==> src/design/kpq_pkg.sv <==
`timescale 1ns / 1ps

package kpq_pkg;

	localparam int unsigned CFG_W       = 16;
	localparam int unsigned CFG_INDEX_W = 1;
	localparam int unsigned CODE_W      = 3;
	localparam int unsigned BYTE_W      = 8;
	localparam int unsigned KIND_W      = 2;

	// Configuration register indexes.
	localparam logic [CFG_INDEX_W-1:0] CFG_DEBOUNCE   = 1'b0;
	localparam logic [CFG_INDEX_W-1:0] CFG_LONG_PRESS = 1'b1;

	localparam logic [CFG_W-1:0] DEBOUNCE_RESET   = 16'd500;
	localparam logic [CFG_W-1:0] LONG_PRESS_RESET = 16'd5000;

	// Event codes.
	localparam logic [KIND_W-1:0] EV_NONE        = 2'd0;
	localparam logic [KIND_W-1:0] EV_SHORT       = 2'd1;
	localparam logic [KIND_W-1:0] EV_LONG_START  = 2'd2;
	localparam logic [KIND_W-1:0] EV_LONG_RELEASE = 2'd3;

	// Mark bits of the key byte.
	localparam logic [BYTE_W-1:0] MARK_SHORT = 8'h80;
	localparam logic [BYTE_W-1:0] MARK_LONG  = 8'h40;
	localparam logic [BYTE_W-1:0] MARK_REL   = 8'h20;
	localparam logic [BYTE_W-1:0] CODE_MASK  = 8'h07;

	typedef struct packed {
		logic [KIND_W-1:0] kind;
		logic [CODE_W-1:0] code;
		logic [BYTE_W-1:0] key_byte;
	} kpq_result_t;

endpackage

==> src/design/kpq_core.sv <==
`timescale 1ns / 1ps

module kpq_core (
	input  logic                           clk,
	input  logic                           arst_n,
	input  logic                           step_en,
	input  logic                           level,
	input  logic [kpq_pkg::CODE_W-1:0]     lines,
	input  logic [kpq_pkg::CFG_W-1:0]      debounce_ticks,
	input  logic [kpq_pkg::CFG_W-1:0]      long_press_ticks,
	output kpq_pkg::kpq_result_t           result
);
	import kpq_pkg::*;

	typedef enum logic [1:0] {
		PH_ARMED,
		PH_CHECK,
		PH_LONG,
		PH_LOCK
	} phase_t;

	phase_t            phase_q, phase_n;
	logic [CFG_W-1:0]  count_q, count_n;
	logic [BYTE_W-1:0] held_q, held_n;
	logic              prev_q;
	logic [KIND_W-1:0] kind_n;

	// One tick of the qualifier, evaluated in the same order as the
	// phases hand over inside a single tick.
	always_comb begin
		phase_n = phase_q;
		count_n = count_q;
		held_n  = held_q;
		kind_n  = EV_NONE;
		if (phase_q == PH_ARMED) begin
			if (level && !prev_q) begin
				phase_n = PH_CHECK;
				count_n = '0;
				held_n  = '0;
			end
		end else begin
			if (phase_n == PH_CHECK) begin
				count_n = count_n + 1'b1;
				if (count_n == debounce_ticks) begin
					if (level) begin
						held_n = {{(BYTE_W-CODE_W){1'b0}}, ~lines};
					end else begin
						phase_n = PH_LOCK;
						count_n = '0;
					end
				end
				if (phase_n == PH_CHECK && count_n > debounce_ticks) begin
					if (!level) begin
						held_n  = held_n | MARK_SHORT;
						phase_n = PH_LOCK;
						count_n = '0;
						kind_n  = EV_SHORT;
					end else if (count_n == long_press_ticks) begin
						held_n  = held_n | MARK_LONG;
						phase_n = PH_LONG;
						count_n = '0;
						kind_n  = EV_LONG_START;
					end
				end
			end
			if (phase_n == PH_LONG && !level) begin
				held_n  = held_n | MARK_REL;
				phase_n = PH_LOCK;
				kind_n  = EV_LONG_RELEASE;
			end
			if (phase_n == PH_LOCK) begin
				count_n = count_n + 1'b1;
				if (count_n == debounce_ticks) begin
					phase_n = PH_ARMED;
					count_n = '0;
				end
			end
		end
	end

	always_ff @(posedge clk or negedge arst_n) begin
		if (!arst_n) begin
			phase_q <= PH_ARMED;
			count_q <= '0;
			held_q  <= '0;
			prev_q  <= 1'b0;
		end else if (step_en) begin
			phase_q <= phase_n;
			count_q <= count_n;
			held_q  <= held_n;
			prev_q  <= level;
		end
	end

	always_comb begin
		result.kind = kind_n;
		if (kind_n != EV_NONE) begin
			result.code     = held_n[CODE_W-1:0];
			result.key_byte = held_n;
		end else begin
			result.code     = '0;
			result.key_byte = '0;
		end
	end

endmodule

==> src/design/key_press_short_long_qualifier_unit.sv <==
`timescale 1ns / 1ps

// Key press qualifier: debounces one key and tells short presses from long.
// Each input transfer is one tick sample: key_pressed (1 = pressed) and the
// three active-low encoder lines. Each tick gives exactly one output transfer:
// event_kind (none, short, long start, long release), key_code and key_byte
// (code with 0x80 short, 0x40 long, 0x20 released marks; zero with no event).
// The input sample lands in a register, one pass of the phase logic runs on
// it, and the result lands in the output register; one tick is taken every
// cycle as long as the receiver does not stall.
// The output register and the input register move together, so a new tick is
// accepted while a result is waiting, as long as the input stage can hand its
// tick on. When the receiver stalls, the result holds and the input register
// fills, then in_ready drops until out_ready returns.
// Configuration: cfg_we writes cfg_data into register cfg_index (0 debounce
// ticks, 1 long press ticks) at the clock edge; write only while idle.
// Reset puts the qualifier in the armed phase with the key taken as
// released, empties both registers and loads 500 and 5000 ticks.

module key_press_short_long_qualifier_unit (
	input  logic                              clk,
	input  logic                              arst_n,
	input  logic                              in_valid,
	output logic                              in_ready,
	input  logic                              key_pressed,
	input  logic [kpq_pkg::CODE_W-1:0]        encoder_lines,
	output logic                              out_valid,
	input  logic                              out_ready,
	output logic [kpq_pkg::KIND_W-1:0]        event_kind,
	output logic [kpq_pkg::CODE_W-1:0]        key_code,
	output logic [kpq_pkg::BYTE_W-1:0]        key_byte,
	input  logic                              cfg_we,
	input  logic [kpq_pkg::CFG_INDEX_W-1:0]   cfg_index,
	input  logic [kpq_pkg::CFG_W-1:0]         cfg_data
);
	import kpq_pkg::*;

	logic              valid_s1;
	logic              level_s1;
	logic [CODE_W-1:0] lines_s1;
	logic              out_valid_q;
	kpq_result_t       result_q;
	kpq_result_t       result;
	logic [CFG_W-1:0]  debounce_q;
	logic [CFG_W-1:0]  long_press_q;
	logic              advance;

	// The tick in the input register moves on whenever the output register
	// is empty or its result is being transferred out.
	assign advance  = !out_valid_q || out_ready;
	assign in_ready = !valid_s1 || advance;

	always_ff @(posedge clk or negedge arst_n) begin
		if (!arst_n) begin
			debounce_q   <= DEBOUNCE_RESET;
			long_press_q <= LONG_PRESS_RESET;
		end else if (cfg_we) begin
			unique case (cfg_index)
				CFG_DEBOUNCE:   debounce_q   <= cfg_data;
				CFG_LONG_PRESS: long_press_q <= cfg_data;
				default: ;
			endcase
		end
	end

	always_ff @(posedge clk or negedge arst_n) begin
		if (!arst_n) begin
			valid_s1 <= 1'b0;
		end else if (in_ready) begin
			valid_s1 <= in_valid;
		end
	end

	always_ff @(posedge clk) begin
		if (in_valid && in_ready) begin
			level_s1 <= key_pressed;
			lines_s1 <= encoder_lines;
		end
	end

	// Phase logic; its state steps only when a tick leaves the input stage.
	kpq_core u_core (
		.clk              (clk),
		.arst_n           (arst_n),
		.step_en          (valid_s1 && advance),
		.level            (level_s1),
		.lines            (lines_s1),
		.debounce_ticks   (debounce_q),
		.long_press_ticks (long_press_q),
		.result           (result)
	);

	always_ff @(posedge clk or negedge arst_n) begin
		if (!arst_n) begin
			out_valid_q <= 1'b0;
		end else if (advance) begin
			out_valid_q <= valid_s1;
		end
	end

	always_ff @(posedge clk) begin
		if (advance && valid_s1) begin
			result_q <= result;
		end
	end

	assign out_valid  = out_valid_q;
	assign event_kind = result_q.kind;
	assign key_code   = result_q.code;
	assign key_byte   = result_q.key_byte;

endmodule

==> config.mk <==
export PLATFORM = sky130hd
export DESIGN_NAME = key_press_short_long_qualifier_unit
export DESIGN_NICKNAME = d
export VERILOG_FILES = /design/src/design/kpq_pkg.sv /design/src/design/kpq_core.sv /design/src/design/key_press_short_long_qualifier_unit.sv
export SDC_FILE = /design/constraint.sdc
export NUM_CORES = 1
export LEC_CHECK = 0
export BUFFER_PORTS_ARGS = -buffer_cell sky130_fd_sc_hd__buf_2
export CORE_ASPECT_RATIO = 1.75
export CORE_MARGIN = 1.5
export CORE_UTILIZATION = 55
export CTS_CLUSTER_DIAMETER = 150
export DETAILED_ROUTE_END_ITERATION = 8
export PLACE_DENSITY = 0.74
export SYNTH_ARGS = -nofsm -noshare
export SYNTH_HDL_FRONTEND = slang
export SYNTH_SLANG_ARGS = --single-unit
==> constraint.sdc <==
create_clock -name clk -period 9.35 [get_ports clk]
set_clock_uncertainty 0.1 [all_clocks]
set_input_delay 0 -clock clk [delete_from_list [all_inputs] [get_ports clk]]
set_output_delay 0 -clock clk [all_outputs]
set_load 0.01 [all_outputs]
==> reports/metrics.cfg, run 1 <==
[global_route]
grt_util_all_layers_pct=40.8
grt_pass1_vias=5964
antenna_found_initial=0
grt_max_degree=62
grt_pass1_wl_um=33700
overflow=0

[critical_path]
arrival_ns=8.59
cp-end-kind=flop
crit_required_ns=9.48
crit_type=flop to flop
critPathLaunchType=flop
crit_fanout=26

[yosys]
synth_top_area_share_pct=21.2
synth.net_count=722
synthDistinctLibCells=78
async_flop_share_pct=81.3
yosysWarnings=0
yosys.area.top_type=dfrtp_1
synth_edf_count=14
synth-main-ff-cell=dfrtp_1
synth_seq_cells=75
synth_seq_area_share_pct=33.2
synth_area_per_cell_um2=8.70
netlist_top_cells_area=dfrtp_1 (21%), xnor2_1 (8.0%), edfxtp_1 (7.1%)
syn_area_um2=5900
syn_inst=678

[detailed_routing]
wirelength_um=21600
met3_length_um=1490
drc=0
num_vias=5905
wl_per_cell_um=24.6
vias_per_cell=6.71
detail-route-antenna-nets=0
drt_iter0_drc=591
wl_met2_um=11000
drtPass1Iterations=5
routedLengthMet1_um=7150
maxUsedRoutingLayer=met4

[floorplanning]
fp.coreArea_um2=10400
core.rowCount=49
die_w_um=81.3
ioPinCount=41
die-area_um2=11400
fp.dieH_um=140
start_util_pct=56.9

[run_status]
status=finished, final reports clean

[worst_hold_path]
hold_path.class=input port to flop

[layout]
drive_above_1_share_pct=18.7
nNetsFinal=792
diodes=0
layout_common_cells=nand2_1 (76), nor2_1 (55), xnor2_1 (54)
area_delta_synth_final_pct=16.7
final_common_cell=nand2_1

[clock_tree]
root_buffer=clkbuf_16
worstSkewPairLatency_ns=0.36
postCtsSetupBuffers=0
cts_buffers=9
tritoncts=built
htree_levels=3
cts.sinks=75
cts_buffer_depth=2
clk_pin_slew_worst_paths_ns=0.06

[sta]
hold_viol_final=0
rsz0062_at_grt=no
fin_crit_ns=8.46
setup_violations=0
slew_headroom_pct=46.1
whs_ns=0.0696
post-route-period-util_pct=90.5
drv_slew=0
max_slew.worst_pin.slew_ns=0.798
tns_ns=0
clock.fmax_mhz=118

[placement]
portBuffers=40
globalplace.congestion=1.08
dp_hpwl_um=16300

[pwr]
power_density_nw_per_um2=167
irDropWorstVdd_mv=0.135
leakage_uw=0.00273

[job]
drv_cap=0

## critical path, stage by stage (launching register included)
cell and delay, ns:
dfrtp_1 0.63, ha_1 0.37, nand3_1 0.31, nor3_2 0.51
mux2i_1 0.36, nand4_1 0.20, a2111o_1 0.43, nor4_4 0.25
buf_4 0.35, nor2_1 0.10, ha_1 0.29, nand2_1 0.16
o21ai_0 0.24, a221oi_1 0.32, or3b_2 0.48, nand2_1 0.11
a311oi_2 0.06, buf_4 0.24, nor4b_1 0.58, o22ai_1 0.22
buf_4 0.20, nor4_2 0.58, o21ai_0 0.21, nand3_1 0.15
o41ai_1 0.10, and4b_1 0.23, buf_4 0.17, o31ai_1 0.35
## flip-flops by register name, summed over array words and instances, names as in the netlist
name            flops
debounce_q         16
long_press_q       16
u_core.count_q     16
u_core.held_q       8
key_byte            6
lines_s1            3
event_kind          2
key_code            2
u_core.phase_q      2
level_s1            1
out_valid           1
u_core.prev_q       1
valid_s1            1
## where the power goes
group,internal [µW],leakage (µW),switching [µW]
combinational,146,0.00169,213
clock,223,0.000149,144
sequential,369,0.000899,52.5
total,739,0.00273,410
## path summary, 6_finish.rpt
path                              startpoint                end  slack (ns)  depth (start not counted)
max                        u_core.count_q[0]  u_core.count_q[0]        0.89                         27
max in group asynchronous             arst_n     debounce_q[15]        8.37                          3
min reg2reg                 u_core.held_q[2]   u_core.held_q[2]        0.40                          2
max reg2reg                u_core.count_q[0]  u_core.count_q[0]        0.89                         27
min in group asynchronous             arst_n           valid_s1        0.26                          3
min                                cfg_index      debounce_q[6]        0.07                          5
## through the flow
step / cell area [µm²] / std cells / total power, µW / util (%) / worst slack (ns)
6_report: 6890 / 880 / 1150 / 66.5 / 0.893
5_1_grt: 6890 / 880 / 1190 / 66.5 / 0.439
4_1_cts: 6890 / 880 / 1130 / 66.5 / 1.27
3_5_place_dp: 6330 / 840 / 760 / 61.1 / 1.28
3_3_place_gp: 6330 / 840 / 746 / 61.1 / 1.46
2_1_floorplan: 5900 / 678 / 635 / - / 1.89
## repair_timing
item,CTS,global route
hold endpoints to repair,88,0
hold buffers,24,0
resized for setup,0,0
## synth_stat cells, types with 15 or more instances
library cell / number
inv_1: 25
a21oi_1: 25
o31ai_1: 15
ha_1: 18
xnor2_1: 54
mux2_2: 19
xor2_1: 17
nor3_1: 19
nand2_1: 76
o21ai_0: 40
nand4_1: 17
nor2_1: 55
dfrtp_1: 50
clkbuf_1: 24
nand3_1: 23
## logic make-up (layout without fill, tap and decap cells)
kind of cell    count (synthesis)  in the layout  share of synthesized area [%]
simple gates                  270            270                           24.0
xor+xnor                       75             75                           12.0
flops                          75             75                           33.2
compound gates                149            149                           17.5
buf+inv                        68            143                           5.13
fa+ha+maj                      18             18                           3.82
mux                            23             23                           4.31
## metal layers
metal  up-vias  GRT usage [%]
li1       2599              -
met1      2775           42.7
met2       391           68.5
met3       140           8.27
met4         0           31.7
met5         -              0
## area by class of cell
type | instances | area (µm²)
multi-input combinational | 535 | 3640
fill | 840 | 3480
sequential | 75 | 1960
timing repair buffer | 101 | 718
clock buffer | 11 | 254
tap | 127 | 159
inverter | 26 | 97.6
clock inverter | 5 | 58.8
Note: power is estimated with default switching activity, not from simulation.
==> inputs of run 2 (changes only) <==
--- a/config.mk
+++ b/config.mk
@@ -11,7 +11,9 @@
 export CORE_UTILIZATION = 55
 export CTS_CLUSTER_DIAMETER = 150
 export DETAILED_ROUTE_END_ITERATION = 8
-export PLACE_DENSITY = 0.74
+export PLACE_DENSITY = 0.73
+export SLEW_MARGIN = 20
 export SYNTH_ARGS = -nofsm -noshare
 export SYNTH_HDL_FRONTEND = slang
+export SYNTH_HIERARCHICAL = 1
 export SYNTH_SLANG_ARGS = --single-unit
==> reports/metrics.cfg, run 2 <==
[critical_path]
reg2reg_depth=30
slowest_delay_ns=0.59
crit_required_ns=9.47
rr_startpoint=u_core/count_q[0]
crit_start=u_core/count_q[0]
crit_fanout=18
cp.buffers_inverters=3
critPathSlowestCell=dfrtp_1
critPathLaunchType=flop
cp-end-kind=flop
timing.critical_path.mode_cell=ha_1
cpLargestDelayFamily=compound AO/OA/AOI/OAI gates
crit_type=flop to flop
path_depth=30
arrival_ns=8.59

[floorplanning]
die-area_um2=12000
fp.coreArea_um2=11100
core.rowCount=51
fp.dieH_um=144
start_util_pct=56.1
ioPinCount=41
die_w_um=83.4

[job]
drv_cap=0

[yosys]
yosysMostFrequentCell=nand2_1
synth.net_count=713
netlist_top_cells_area=dfrtp_1 (20%), edfxtp_1 (8.2%), xnor2_1 (7.3%)
synth-main-ff-cell=dfrtp_1
synth_top_area_share_pct=20.1
synth_seq_area_share_pct=32.9
synth_seq_cells=78
yosys.area.top_type=dfrtp_1
syn_inst=669
yosysWarnings=6
synth_area_per_cell_um2=9.31
async_flop_share_pct=78.2
synthDistinctLibCells=88
synth_edf_count=17
syn_area_um2=6230
synthTopCellsByCount=nand2_1 (67), nor2_1 (59), xnor2_1 (52)

[sta]
slew_headroom_pct=34.0
tns_ns=0
clock.fmax_mhz=118
rsz0062_at_grt=no
setup_violations=0
max_slew.worst_pin.slew_ns=0.990
fin_crit_ns=8.47
post-route-period-util_pct=90.6
hold_viol_final=0
drv_slew=0
whs_ns=0.239

[detailed_routing]
vias_per_cell=6.27
num_vias=5309
wl_per_cell_um=20.9
detail-route-antenna-nets=0
wirelength_um=17700
drt_iter0_drc=345
drc=0
drtPass1Iterations=5

[clock_tree]
cts.sinks=78
worstSkewPairLatency_ns=0.35
cts_buffers=9
tritoncts=built
cts_buffer_depth=2
cts_repair_resize_count=0
clk_pin_slew_worst_paths_ns=0.06
root_buffer=clkbuf_16
htree_levels=3

[layout]
area_delta_synth_final_pct=12.5
drive_above_1_share_pct=20.0
nNetsFinal=754
fin_area_um2=7000
final_common_cell=nand2_1
layout_common_cells=nand2_1 (67), nor2_1 (59), xnor2_1 (52)
diodes=0
largestRegisters=debounce_q: 16 flops, long_press_q: 16 flops, u_core/count_q: 16 flops
instances_no_fill=847

[placement]
portBuffers=40
dp_hpwl_um=14000
dpl.cell_count=807
globalplace.congestion=0.966
placed_area_um2=6440

[global_route]
grt_max_degree=62
grt_pass1_wl_um=27900
overflow=0
antenna_found_initial=0
grt_util_all_layers_pct=30.3
grt_pass1_vias=5355

[pwr]
finalPower_uw=1220
power_density_nw_per_um2=174
leakage_uw=0.00290
irDropWorstVdd_mv=0.130

[worst_hold_path]
hold_path.class=input port to asynchronous set/reset pin

[run_status]
status=finished, final reports clean

==> run 2: cell families (layout without fill, tap and decap cells) <==
family | count (synthesis) | in the layout | synth area share (%)
buf+inv | 72 | 118 | 5.57
flops | 78 | 78 | 32.9
mux | 36 | 36 | 7.05
xor+xnor | 74 | 74 | 12.4
fa+ha+maj | 18 | 18 | 3.62
compound gates | 144 | 144 | 17.5
simple gates | 247 | 247 | 20.9
==> run 2: metal layers <==
metal | routed length, µm | track usage (%) | share of wire [%]
met5 | 0 | 0 | 0
met2 | 9500 | 57.0 | 54
met4 | 991 | 17.9 | 5.6
met1 | 6520 | 32.4 | 37
met3 | 657 | 3.56 | 3.7
==> run 2: worst min-delay path, delay by kind of cell <==
kind	cells	cell delay (ns)
buffers and inverters	3	1.21
==> run 2: stage by stage <==
stage	util (%)	setup WS [ns]
floorplan	-	2.18
finish	63.1	0.880
global placement	58.0	1.34
CTS	63.1	0.990
global route	63.1	0.256
detailed placement	58.0	1.04
==> run 2: final cells by class <==
cell class | instances | area [µm²]
Fill cell | 959 | 4100
Multi-Input combinational cell | 519 | 3830
Sequential cell | 78 | 2050
Timing Repair Buffer | 78 | 546
Clock buffer | 10 | 229
Tap cell | 132 | 165
Inverter | 24 | 90.1
Clock inverter | 6 | 87.6
==> run 2: what timing repair did <==
| action | CTS | global route |
|---|---|---|
| endpoints found under the hold margin | 88 | 0 |
| setup buffers | 0 | 0 |
| hold buffers | 24 | 0 |
==> run 2: where the power goes <==
part	switching (µW)	internal [µW]	total, µW
Combinational	206	186	391
Clock	137	234	371
Sequential	69.2	390	459
Total	412	809	1220
==> run 2: worst paths after layout <==
kind	end	slack, ns
max in group asynchronous	debounce_q[12]	8.38
min in group clk	long_press_q[15]	0.24
worst min register to register	u_core/held_q[3]	0.39
worst min-delay path	out_valid	0.24
worst max register to register	u_core/count_q[6]	0.88
worst max-delay path	u_core/count_q[6]	0.88
